### config.mk
export PLATFORM = sky130hd
export DESIGN_NAME = positional_insert_delete_list_core
export DESIGN_NICKNAME = d
export VERILOG_FILES = /design/src/rtl/pidl_pkg.sv /design/src/rtl/pidl_ctrl.sv /design/src/rtl/pidl_datapath.sv /design/src/rtl/positional_insert_delete_list_core.sv
export SDC_FILE = /design/constraint.sdc
export NUM_CORES = 2
export LEC_CHECK = 0
export BUFFER_PORTS_ARGS = -buffer_cell sky130_fd_sc_hd__buf_2
export CAP_MARGIN = 20
export CORE_ASPECT_RATIO = 1.75
export CORE_MARGIN = 2
export CORE_UTILIZATION = 23
export DETAILED_ROUTE_END_ITERATION = 7
export PLACE_DENSITY = 0.38
export SETUP_SLACK_MARGIN = 0.5
export SLEW_MARGIN = 0
export SYNTH_ARGS = -nofsm -noshare
export SYNTH_HDL_FRONTEND = slang
export SYNTH_SLANG_ARGS = --single-unit
### constraint.sdc
create_clock -name clock -period 5.4 [get_ports clock]
set_clock_uncertainty 0.1 [all_clocks]
set_input_delay 0.27 -clock clock [delete_from_list [all_inputs] [get_ports clock]]
set_output_delay 0.27 -clock clock [all_outputs]
set_load 0.05 [all_outputs]
### src/rtl/pidl_pkg.sv
// shared types and constants of the positional insert/delete list
package pidl_pkg;

   localparam int DEPTH   = 32;
   localparam int IDX_W   = $clog2(DEPTH);
   localparam int CNT_W   = 6;
   localparam int VALUE_W = 32;
   localparam int TDATA_W = 40;

   typedef enum logic [1:0] {
      ACT_APPEND = 2'd0,
      ACT_INSERT = 2'd1,
      ACT_DELETE = 2'd2,
      ACT_READ   = 2'd3
   } action_type;

   typedef enum logic [1:0] {
      STS_OK    = 2'd0,
      STS_FULL  = 2'd1,
      STS_EMPTY = 2'd2,
      STS_RANGE = 2'd3
   } status_type;

   typedef struct packed {
      logic capture;
      logic commit_ins;
      logic commit_del;
      logic load_rsp;
   } cmd_type;

   typedef struct packed {
      action_type action;
      status_type code;
   } dp_status_type;

endpackage

### src/rtl/pidl_ctrl.sv
// controller state machine of the positional insert/delete list
module pidl_ctrl
   import pidl_pkg::*;
(
   input  logic          clock,
   input  logic          reset,
   input  logic          req_tvalid,
   output logic          req_tready,
   output logic          rsp_tvalid,
   input  logic          rsp_tready,
   input  dp_status_type dp_status,
   output cmd_type       cmd
);

   typedef enum logic [1:0] {
      ST_IDLE = 2'b01,
      ST_EXEC = 2'b10
   } state_type;

   state_type state_ff, state_in;
   logic      rsp_valid_ff, rsp_valid_in;
   logic      accept;
   logic      is_write;

   assign req_tready = (state_ff == ST_IDLE) && (!rsp_valid_ff || rsp_tready);
   assign accept     = req_tvalid && req_tready;
   assign rsp_tvalid = rsp_valid_ff;
   assign is_write   = (dp_status.action == ACT_APPEND) || (dp_status.action == ACT_INSERT);

   always_comb begin
      state_in = state_ff;
      unique case (state_ff)
         ST_IDLE: begin
            if (accept) begin
               state_in = ST_EXEC;
            end
         end
         ST_EXEC: begin
            state_in = ST_IDLE;
         end
         default: begin
            state_in = ST_IDLE;
         end
      endcase
   end

   always_comb begin
      cmd            = '0;
      cmd.capture    = accept;
      cmd.load_rsp   = (state_ff == ST_EXEC);
      cmd.commit_ins = (state_ff == ST_EXEC) && (dp_status.code == STS_OK) && is_write;
      cmd.commit_del = (state_ff == ST_EXEC) && (dp_status.code == STS_OK)
                       && (dp_status.action == ACT_DELETE);
   end

   always_comb begin
      rsp_valid_in = rsp_valid_ff;
      if (state_ff == ST_EXEC) begin
         rsp_valid_in = 1'b1;
      end else if (rsp_tready) begin
         rsp_valid_in = 1'b0;
      end
   end

   always_ff @(posedge clock) begin
      if (reset) begin
         state_ff     <= ST_IDLE;
         rsp_valid_ff <= 1'b0;
      end else begin
         state_ff     <= state_in;
         rsp_valid_ff <= rsp_valid_in;
      end
   end

`ifndef SYNTHESIS
   a_accept_to_exec: assert property (@(posedge clock) disable iff (reset)
      accept |=> state_ff == ST_EXEC)
      else $error("accepted item did not enter execute");
   a_exec_slot_free: assert property (@(posedge clock) disable iff (reset)
      state_ff == ST_EXEC |-> !rsp_valid_ff)
      else $error("execute while result slot occupied");
   a_exec_gives_rsp: assert property (@(posedge clock) disable iff (reset)
      state_ff == ST_EXEC |=> rsp_valid_ff && state_ff == ST_IDLE)
      else $error("execute did not present a result");
`endif

endmodule

### src/rtl/pidl_datapath.sv
// list storage, shift cells and result register of the positional insert/delete list
module pidl_datapath
   import pidl_pkg::*;
(
   input  logic                        clock,
   input  logic                        reset,
   input  logic [TDATA_W-1:0]          req_tdata,
   input  cmd_type                     cmd,
   output dp_status_type               dp_status,
   output logic [TDATA_W-1:0]          rsp_tdata
);

   action_type                 action_ff;
   logic [CNT_W-1:0]           position_ff;
   logic signed [VALUE_W-1:0]  value_ff;
   logic signed [VALUE_W-1:0]  entries_ff [DEPTH];
   logic signed [VALUE_W-1:0]  entries_in [DEPTH];
   logic signed [VALUE_W-1:0]  shift_up   [DEPTH];
   logic signed [VALUE_W-1:0]  shift_dn   [DEPTH];
   logic [CNT_W-1:0]           count_ff, count_in;
   status_type                 code;
   logic [CNT_W-1:0]           ins_pos;
   status_type                 rsp_status_ff;
   logic [CNT_W-1:0]           rsp_count_ff;
   logic signed [VALUE_W-1:0]  rsp_read_ff;
   logic                       is_full, is_empty;

   assign is_full  = (count_ff == CNT_W'(DEPTH));
   assign is_empty = (count_ff == '0);
   assign ins_pos  = (action_ff == ACT_APPEND) ? count_ff : position_ff;

   always_comb begin
      unique case (action_ff)
         ACT_APPEND: begin
            code = is_full ? STS_FULL : STS_OK;
         end
         ACT_INSERT: begin
            if (is_full) begin
               code = STS_FULL;
            end else if (position_ff > count_ff) begin
               code = STS_RANGE;
            end else begin
               code = STS_OK;
            end
         end
         default: begin
            if (is_empty) begin
               code = STS_EMPTY;
            end else if (position_ff >= count_ff) begin
               code = STS_RANGE;
            end else begin
               code = STS_OK;
            end
         end
      endcase
   end

   assign dp_status.action = action_ff;
   assign dp_status.code   = code;

   // neighbor taps for the parallel shift
   always_comb begin
      shift_up[0]       = entries_ff[0];
      shift_dn[DEPTH-1] = entries_ff[DEPTH-1];
      for (int k = 1; k < DEPTH; k++) begin
         shift_up[k]   = entries_ff[k-1];
         shift_dn[k-1] = entries_ff[k];
      end
   end

   // each cell compares its index with the position
   always_comb begin
      for (int k = 0; k < DEPTH; k++) begin
         entries_in[k] = entries_ff[k];
         if (cmd.commit_ins) begin
            if (CNT_W'(k) == ins_pos) begin
               entries_in[k] = value_ff;
            end else if (CNT_W'(k) > ins_pos) begin
               entries_in[k] = shift_up[k];
            end
         end else if (cmd.commit_del) begin
            if (CNT_W'(k) >= position_ff) begin
               entries_in[k] = shift_dn[k];
            end
         end
      end
   end

   always_comb begin
      count_in = count_ff;
      if (cmd.commit_ins) begin
         count_in = count_ff + CNT_W'(1);
      end else if (cmd.commit_del) begin
         count_in = count_ff - CNT_W'(1);
      end
   end

   always_ff @(posedge clock) begin
      if (cmd.capture) begin
         action_ff   <= action_type'(req_tdata[1:0]);
         position_ff <= req_tdata[7:2];
         value_ff    <= $signed(req_tdata[39:8]);
      end
      if (cmd.commit_ins || cmd.commit_del) begin
         for (int k = 0; k < DEPTH; k++) begin
            entries_ff[k] <= entries_in[k];
         end
      end
      if (cmd.load_rsp) begin
         rsp_status_ff <= code;
         rsp_count_ff  <= count_in;
         if ((action_ff == ACT_READ) && (code == STS_OK)) begin
            rsp_read_ff <= entries_ff[position_ff[IDX_W-1:0]];
         end else begin
            rsp_read_ff <= '0;
         end
      end
   end

   always_ff @(posedge clock) begin
      if (reset) begin
         count_ff <= '0;
      end else begin
         count_ff <= count_in;
      end
   end

   assign rsp_tdata = {rsp_read_ff, rsp_count_ff, rsp_status_ff};

`ifndef SYNTHESIS
   a_count_bound: assert property (@(posedge clock) disable iff (reset)
      count_ff <= CNT_W'(DEPTH))
      else $error("count above depth");
   a_ins_grows: assert property (@(posedge clock) disable iff (reset)
      cmd.commit_ins |=> count_ff == $past(count_ff) + CNT_W'(1))
      else $error("insert did not grow the list");
   a_del_shrinks: assert property (@(posedge clock) disable iff (reset)
      cmd.commit_del |=> count_ff == $past(count_ff) - CNT_W'(1))
      else $error("delete did not shrink the list");
`endif

endmodule

### src/rtl/positional_insert_delete_list_core.sv
// top level of the positional insert/delete list
//
// Holds a packed list of up to 32 signed 32-bit entries and a count. Each request
// item appends, inserts at a position (0..count), deletes at a position
// (0..count-1) or reads one entry, and gives exactly one result item with a
// status (ok, full, empty, position out of range), the count after the request
// and, for a successful read, the entry. A rejected request leaves the list as
// it was; the full and empty tests win over the position test. Each item runs in
// two steps: the request is captured, then, in the execute state, all cells
// compare their index with the position and shift in parallel while the result
// register is loaded. A new item is taken once the controller is back in idle and
// the result register is free or being drained, so it never overlaps two items.
// Entries above the count are never returned and need no reset.
module positional_insert_delete_list_core
   import pidl_pkg::*;
(
   input  logic               clock,
   input  logic               reset,
   // request item
   input  logic               req_tvalid,
   output logic               req_tready,
   input  logic [TDATA_W-1:0] req_tdata,   // action[1:0], position[7:2], value[39:8]
   // result item
   output logic               rsp_tvalid,
   input  logic               rsp_tready,
   output logic [TDATA_W-1:0] rsp_tdata    // status[1:0], count[7:2], read_value[39:8]
);

   // command and status between controller and datapath
   cmd_type       cmd;
   dp_status_type dp_status;

   // sequencing and result handshake
   pidl_ctrl u_ctrl (
      .clock      (clock),
      .reset      (reset),
      .req_tvalid (req_tvalid),
      .req_tready (req_tready),
      .rsp_tvalid (rsp_tvalid),
      .rsp_tready (rsp_tready),
      .dp_status  (dp_status),
      .cmd        (cmd)
   );

   // storage cells, checks and result payload
   pidl_datapath u_datapath (
      .clock     (clock),
      .reset     (reset),
      .req_tdata (req_tdata),
      .cmd       (cmd),
      .dp_status (dp_status),
      .rsp_tdata (rsp_tdata)
   );

endmodule
Yosys cells after proc, flatten, opt, wreduce, memory -nomap -nowiden
Memories as Yosys holds them, arrays and structs flattened. A register that Yosys moved wholly into a read port is not among the register bits.
Index checks and enable logic that the tools add are counted.
{"block": "word_totals", "elab_cells": 300, "ram_bits": 1024, "mem_count": 1, "inputBits": 44, "output_inout_bits": 42, "reg_bits": 57, "latchBits": 0, "rom_bits": 0}
{"block": "op_classes", "eq_ne": 37, "n_div": 0, "n_mul": 0, "shifts": 0, "n_lt_le_gt_ge": 64, "n_reduce_logical": 17, "muxes": 170, "addsub": 2, "bitwise_logic": 1}
{"memory": "u_datapath.entries_ff", "depth": 32, "width": 32, "rd": 33, "rd_ports_with_merged_regs": 1, "write_ports": 32, "line_no": "pidl_datapath.sv:16", "text": "logic signed [VALUE_W-1:0] entries_ff [DEPTH];"}
{"operator": "32-bit 2-to-1 mux", "count": 157}
{"operator": "5-bit by 6-bit equality test with 1-bit output, first input constant", "count": 16}
{"operator": "5-bit by 6-bit > comparator with 1-bit output, first input constant", "count": 16}
{"operator": "5-bit by 6-bit greater-or-equal comparator with 1-bit output, first input constant", "count": 15}
{"operator": "4-bit by 6-bit equality test with 1-bit output, first input constant", "count": 8}
{"operator": "4-bit by 6-bit greater-or-equal comparator with 1-bit output, first input constant", "count": 8}
{"operator": "4-bit by 6-bit > comparator with 1-bit output, first input constant", "count": 8}
{"operator": "3-bit by 6-bit equality test with 1-bit output, first input constant", "count": 4}
{"operator": "3-bit by 6-bit greater-or-equal comparator with 1-bit output, first input constant", "count": 4}
{"operator": "3-bit by 6-bit > comparator with 1-bit output, first input constant", "count": 4}
{"operator": "6-bit 2-to-1 mux", "count": 3}
{"operator": "2-bit by 6-bit equality test with 1-bit output, first input constant", "count": 2}
{"operator": "1-bit by 6-bit greater-or-equal comparator with 1-bit output, first input constant", "count": 2}
{"operator": "2-bit by 6-bit greater-or-equal comparator with 1-bit output, first input constant", "count": 2}
{"operator": "2-bit by 6-bit > comparator with 1-bit output, first input constant", "count": 2}
{"operator": "6-bit logical NOT", "count": 2}
{"operator": "2-bit 2-to-1 mux", "count": 4}
{"operator": "6-bit by 1-bit adder with 6-bit output, second input constant", "count": 1}
{"operator": "1-bit by 6-bit equality test with 1-bit output, first input constant", "count": 1}
{"operator": "2-bit equality test, second input constant", "count": 3}
{"operator": "6-bit equality test, second input constant", "count": 1}
{"operator": "6-bit greater-or-equal comparator", "count": 1}
{"operator": "1-bit by 6-bit > comparator with 1-bit output, first input constant", "count": 1}
{"operator": "6-bit > comparator", "count": 1}
{"operator": "11 further kinds", "count": 25}

Logic depth before layout (Yosys ltp)
{"block": "logic_depth", "word_depth": 10, "mapped_depth": 16}

Cells and area by module
Synthesis repeated with hierarchy kept, for this count alone.
{"block": "hier_totals", "hier_cells": 6027, "hier_area_um2": 64217.8}
{"module": "pidl_datapath", "instances": 1, "seq_area_each_um2": 33271.9, "area_each_um2": 64041.4, "cells_per_inst": 6009}
{"module": "pidl_ctrl", "instances": 1, "seq_area_each_um2": 60.1, "area_each_um2": 176.4, "cells_per_inst": 18}

Least setup slack after synthesis
Ideal clock, no wire load.
{"block": "synth_path", "kind": "register -> register", "from": "register u_datapath.position_ff[0]", "to": "memory u_datapath.entries_ff[1][0] (enable)", "path_slack_ns": -0.430, "required_time_ns": 4.828, "stages_incl_launch_ff": 12, "arrival_time_ns": 5.259, "path_cell_list": "edfxtp_1 buf_2 buf_2 buf_1 inv_1 ha_1 nand2b_1 a211o_1 a211oi_1 clkbuf_1 nand3_1 o32ai_1"}
{"element": "start: declaration", "line_no": "pidl_datapath.sv:14", "text": "logic [CNT_W-1:0] position_ff;"}
{"element": "start signal: assignment", "line_no": "pidl_datapath.sv:101", "text": "position_ff <= req_tdata[7:2];"}
{"element": "end: declaration", "line_no": "pidl_datapath.sv:16"}

==> results.cfg <==
[outcome]
status = completed

[placement]
place_congestion = 0.788
hpwl_mm = 145
place_area_um2 = 69000
pre_cts_ws_ns = 1.08
numPortBuffers = 85

[layout]
syn_to_final_growth_pct = 14.2
drive_gt1_share_pct = 16.0
multi_input_comb_area_um2 = 28200
design_area_um2 = 72900
final_nets = 5296
register_area_um2 = 33300
num-fill-cells = 28825
utilization_pct = 26.4

[routing]
via_count = 43020
ant_nets = 0
drt_wl_total_mm = 234
firstDrtPassIters = 5
drcViolationCount = 0
first_iter_violations = 3316
wl_per_cell_um = 26.2
viasPerCell = 4.81

[critical_path]
path_class = reg -> reg
start_kind = register
cp_max_fo = 162
crit_required_ns = 5.75
critPathCaptureType = register
arrival_ns = 4.66

[logic_synthesis]
syn_nets = 5384
syn_area_um2 = 63800
synth.avg_cell_area_um2 = 12.0
synth_edf_count = 1104
ys_dominant_reg_cell = edfxtp_1
ys_types = 63
synth_cells = 5332
yosys_register_bits = 1113
synthArstFlopShare_pct = 0
yosysSeqAreaShare_pct = 52.2
yosys_warnings = 0

[timing]
rsz0062_at_grt = no
fin_crit_sh_pct = 79.9
finalSetupTns_ns = 0
finalSetupViolCount = 0
fin_ws_ns = 1.09
slew_headroom_pct = 31.0
drv_slew = 0
tightest_slew_ns = 1.03
hold_viol = 0
fin_crit_ns = 4.31
fmax_mhz = 232

[global_route]
gr-total-overflow = 0
grt_max_degree = 173
track_usage_pct = 16.2
grt_antenna_before_repair = 6
grt_pass1_vias = 44056
grt_pass1_wl_mm = 335

[power_and_ir_drop]
clkPwrFrac_pct = 41.6
cellPowerDensity_nw_per_um2 = 257
pwr-share-comb_pct = 7.8
total_switching_power_mw = 4.73
internal_power_mw = 14.0
power_frac_seq_pct = 50.6
ir_drop_mv = 0.222
p_leak_nw = 25.5
swShare_pct = 25.2

[die]
io_pins = 86
rows = 255
die_x_um = 402
die_h_um = 701
start_util_pct = 23.1
die_area_um2 = 282000
core_area_um2 = 276000

[clocking]
cts_tree = built
cts-buffers-inserted = 114
cts.sinks = 1113
htreeDepth = 3
cts_root_buffer = clkbuf_16
insertion_delay_ns = 0.75
cts_buffer_depth = 3
cts.clk_slew.worst_paths_ns = 0.07

[job]
drv_cap = 0

[worst_hold_path]
hold_class = in -> reg
[per-stage QoR]
step | hold slack [ns] | power, mW | cells
after floorplan | 0.269 | 10.6 | 5332
after global placement | 0.348 | 11.1 | 8676
after detailed placement | 0.349 | 11.1 | 8681
after CTS | 0.0753 | 19.1 | 8937
after global routing | 0.109 | 19.4 | 8938
final | 0.133 | 18.8 | 8938
[worst max-delay path: stages (launching register included)]
cell	delay [ns]
dfxtp_1	0.61
inv_1	0.14
ha_1	0.33
nand2_1	0.07
o21ai_0	0.38
o221ai_1	0.41
nand2_4	0.66
buf_12	0.36
buf_12	0.51
o21ai_0	0.22
[timing repair]
action,in CTS,in global routing
buffers inserted,0,0
endpoints found under the hold margin,49,0
hold buffers,45,0
gates resized for setup,0,0
[placed cells by master, fill, tap and decap left out, types with 77 or more instances in the layout]
cell type / netlist / layout
o21ai_1: 159 / 159
mux2i_1: 963 / 963
nand2_1: 1095 / 1086
mux4_2: 320 / 320
buf_2: 135 / 85
o21ai_0: 823 / 817
edfxtp_1: 1104 / 1104
inv_1: 79 / 77
clkbuf_16: 0 / 114
buf_4: 56 / 120
[metal layers]
| metal | vias up | part of all wire [%] | wire length (µm) | global-route usage [%] |
|---|---|---|---|---|
| met1 | 22098 | 40 | 94600 | 19.3 |
| li1 | 19699 | - | - | - |
| met4 | 2 | 2.5 | 5880 | 4.22 |
| met2 | 952 | 54 | 127000 | 30.9 |
| met3 | 269 | 3.0 | 6980 | 1.50 |
| met5 | - | 0.0034 | 8 | 0 |
[cells by family (layout without fill, tap and decap cells)]
group | after synthesis | after routing | synth area share [%]
compound gates | 1085 | 1085 | 8.75
xor+xnor | 5 | 5 | 0.0686
fa+ha+maj | 8 | 8 | 0.157
buf+inv | 598 | 605 | 4.23
flops | 1113 | 1113 | 52.2
mux | 1319 | 1319 | 27.0
other cells | 0 | 1 | 0
simple gates | 1204 | 1204 | 7.49
[Yosys cell counts, types with 2 or more instances]
cell type	instances	share of area, %
o21a_1	4	0.047
mux4_2	320	11
nor2b_1	6	0.059
o22ai_1	40	0.39
mux2i_1	963	15
buf_2	135	1.1
nor2_2	13	0.13
xnor2_1	5	0.069
a211o_1	2	0.027
inv_1	79	0.46
or3_1	4	0.039
o21ai_0	823	6.5
nor2_4	5	0.088
a21o_1	6	0.071
nor3_4	2	0.051
nand2b_1	8	0.078
or2_1	3	0.029
and3_1	3	0.029
buf_1	30	0.18
nor2_1	34	0.20
buf_4	56	0.66
mux2_2	35	0.62
nor4b_1	3	0.041
a21oi_1	27	0.21
a22oi_1	2	0.024
nand2_1	1095	6.4
nand3_1	5	0.039
o21ai_1	159	1.2
buf_6	10	0.18
clkbuf_1	287	1.7
nor4_1	5	0.049
dfxtp_1	9	0.28
edfxtp_1	1104	52
and2_1	5	0.049
ha_1	8	0.16
or2_0	2	0.020
a31oi_1	7	0.069
nand4_1	3	0.029
[power by group through the flow]
stage / clock network, mW / registers (mW) / logic (mW)
floorplan: 0 / 9.68 / 0.900
global placement: 0 / 9.69 / 1.43
CTS: 8.15 / 9.48 / 1.49
finish: 7.80 / 9.48 / 1.47
detailed placement: 0 / 9.67 / 1.46
global route: 8.35 / 9.48 / 1.56
[registers in the layout, summed over array words and instances, names as in the netlist]
signal,flops
u_ctrl.rsp_tvalid,1
u_datapath.position_ff,6
u_ctrl.state_ff,2
u_datapath.rsp_count_ff,6
u_datapath.entries_ff,1024
u_datapath.count_ff,6
u_datapath.rsp_status_ff,2
u_datapath.action_ff,2
u_datapath.value_ff,32
u_datapath.rsp_read_ff,32
[worst paths after layout]
| kind | slack (ns) | endpoint | depth (start not counted) | from |
|---|---|---|---|---|
| hold reg to reg | 0.46 | u_datapath.entries_ff[30][25] | 2 | u_datapath.entries_ff[31][25] |
| setup reg to reg | 1.09 | u_datapath.entries_ff[9][6] | 9 | u_datapath.count_ff[4] |
| setup / recovery | 1.09 | u_datapath.entries_ff[9][6] | 9 | u_datapath.count_ff[4] |
| hold / removal | 0.13 | u_datapath.position_ff[5] | 2 | req_tdata[7] |
[layout make-up]
class	instances	share of cell area [%]
multi-input combinational	3621	38.7
clock inverter	69	0.622
inverter	80	0.422
antenna	1	0.00343
tap	3598	6.18
timing repair buffer	314	4.25
sequential	1113	45.7
clock buffer	142	4.06
No activity file was read; power rests on OpenSTA's default activity.
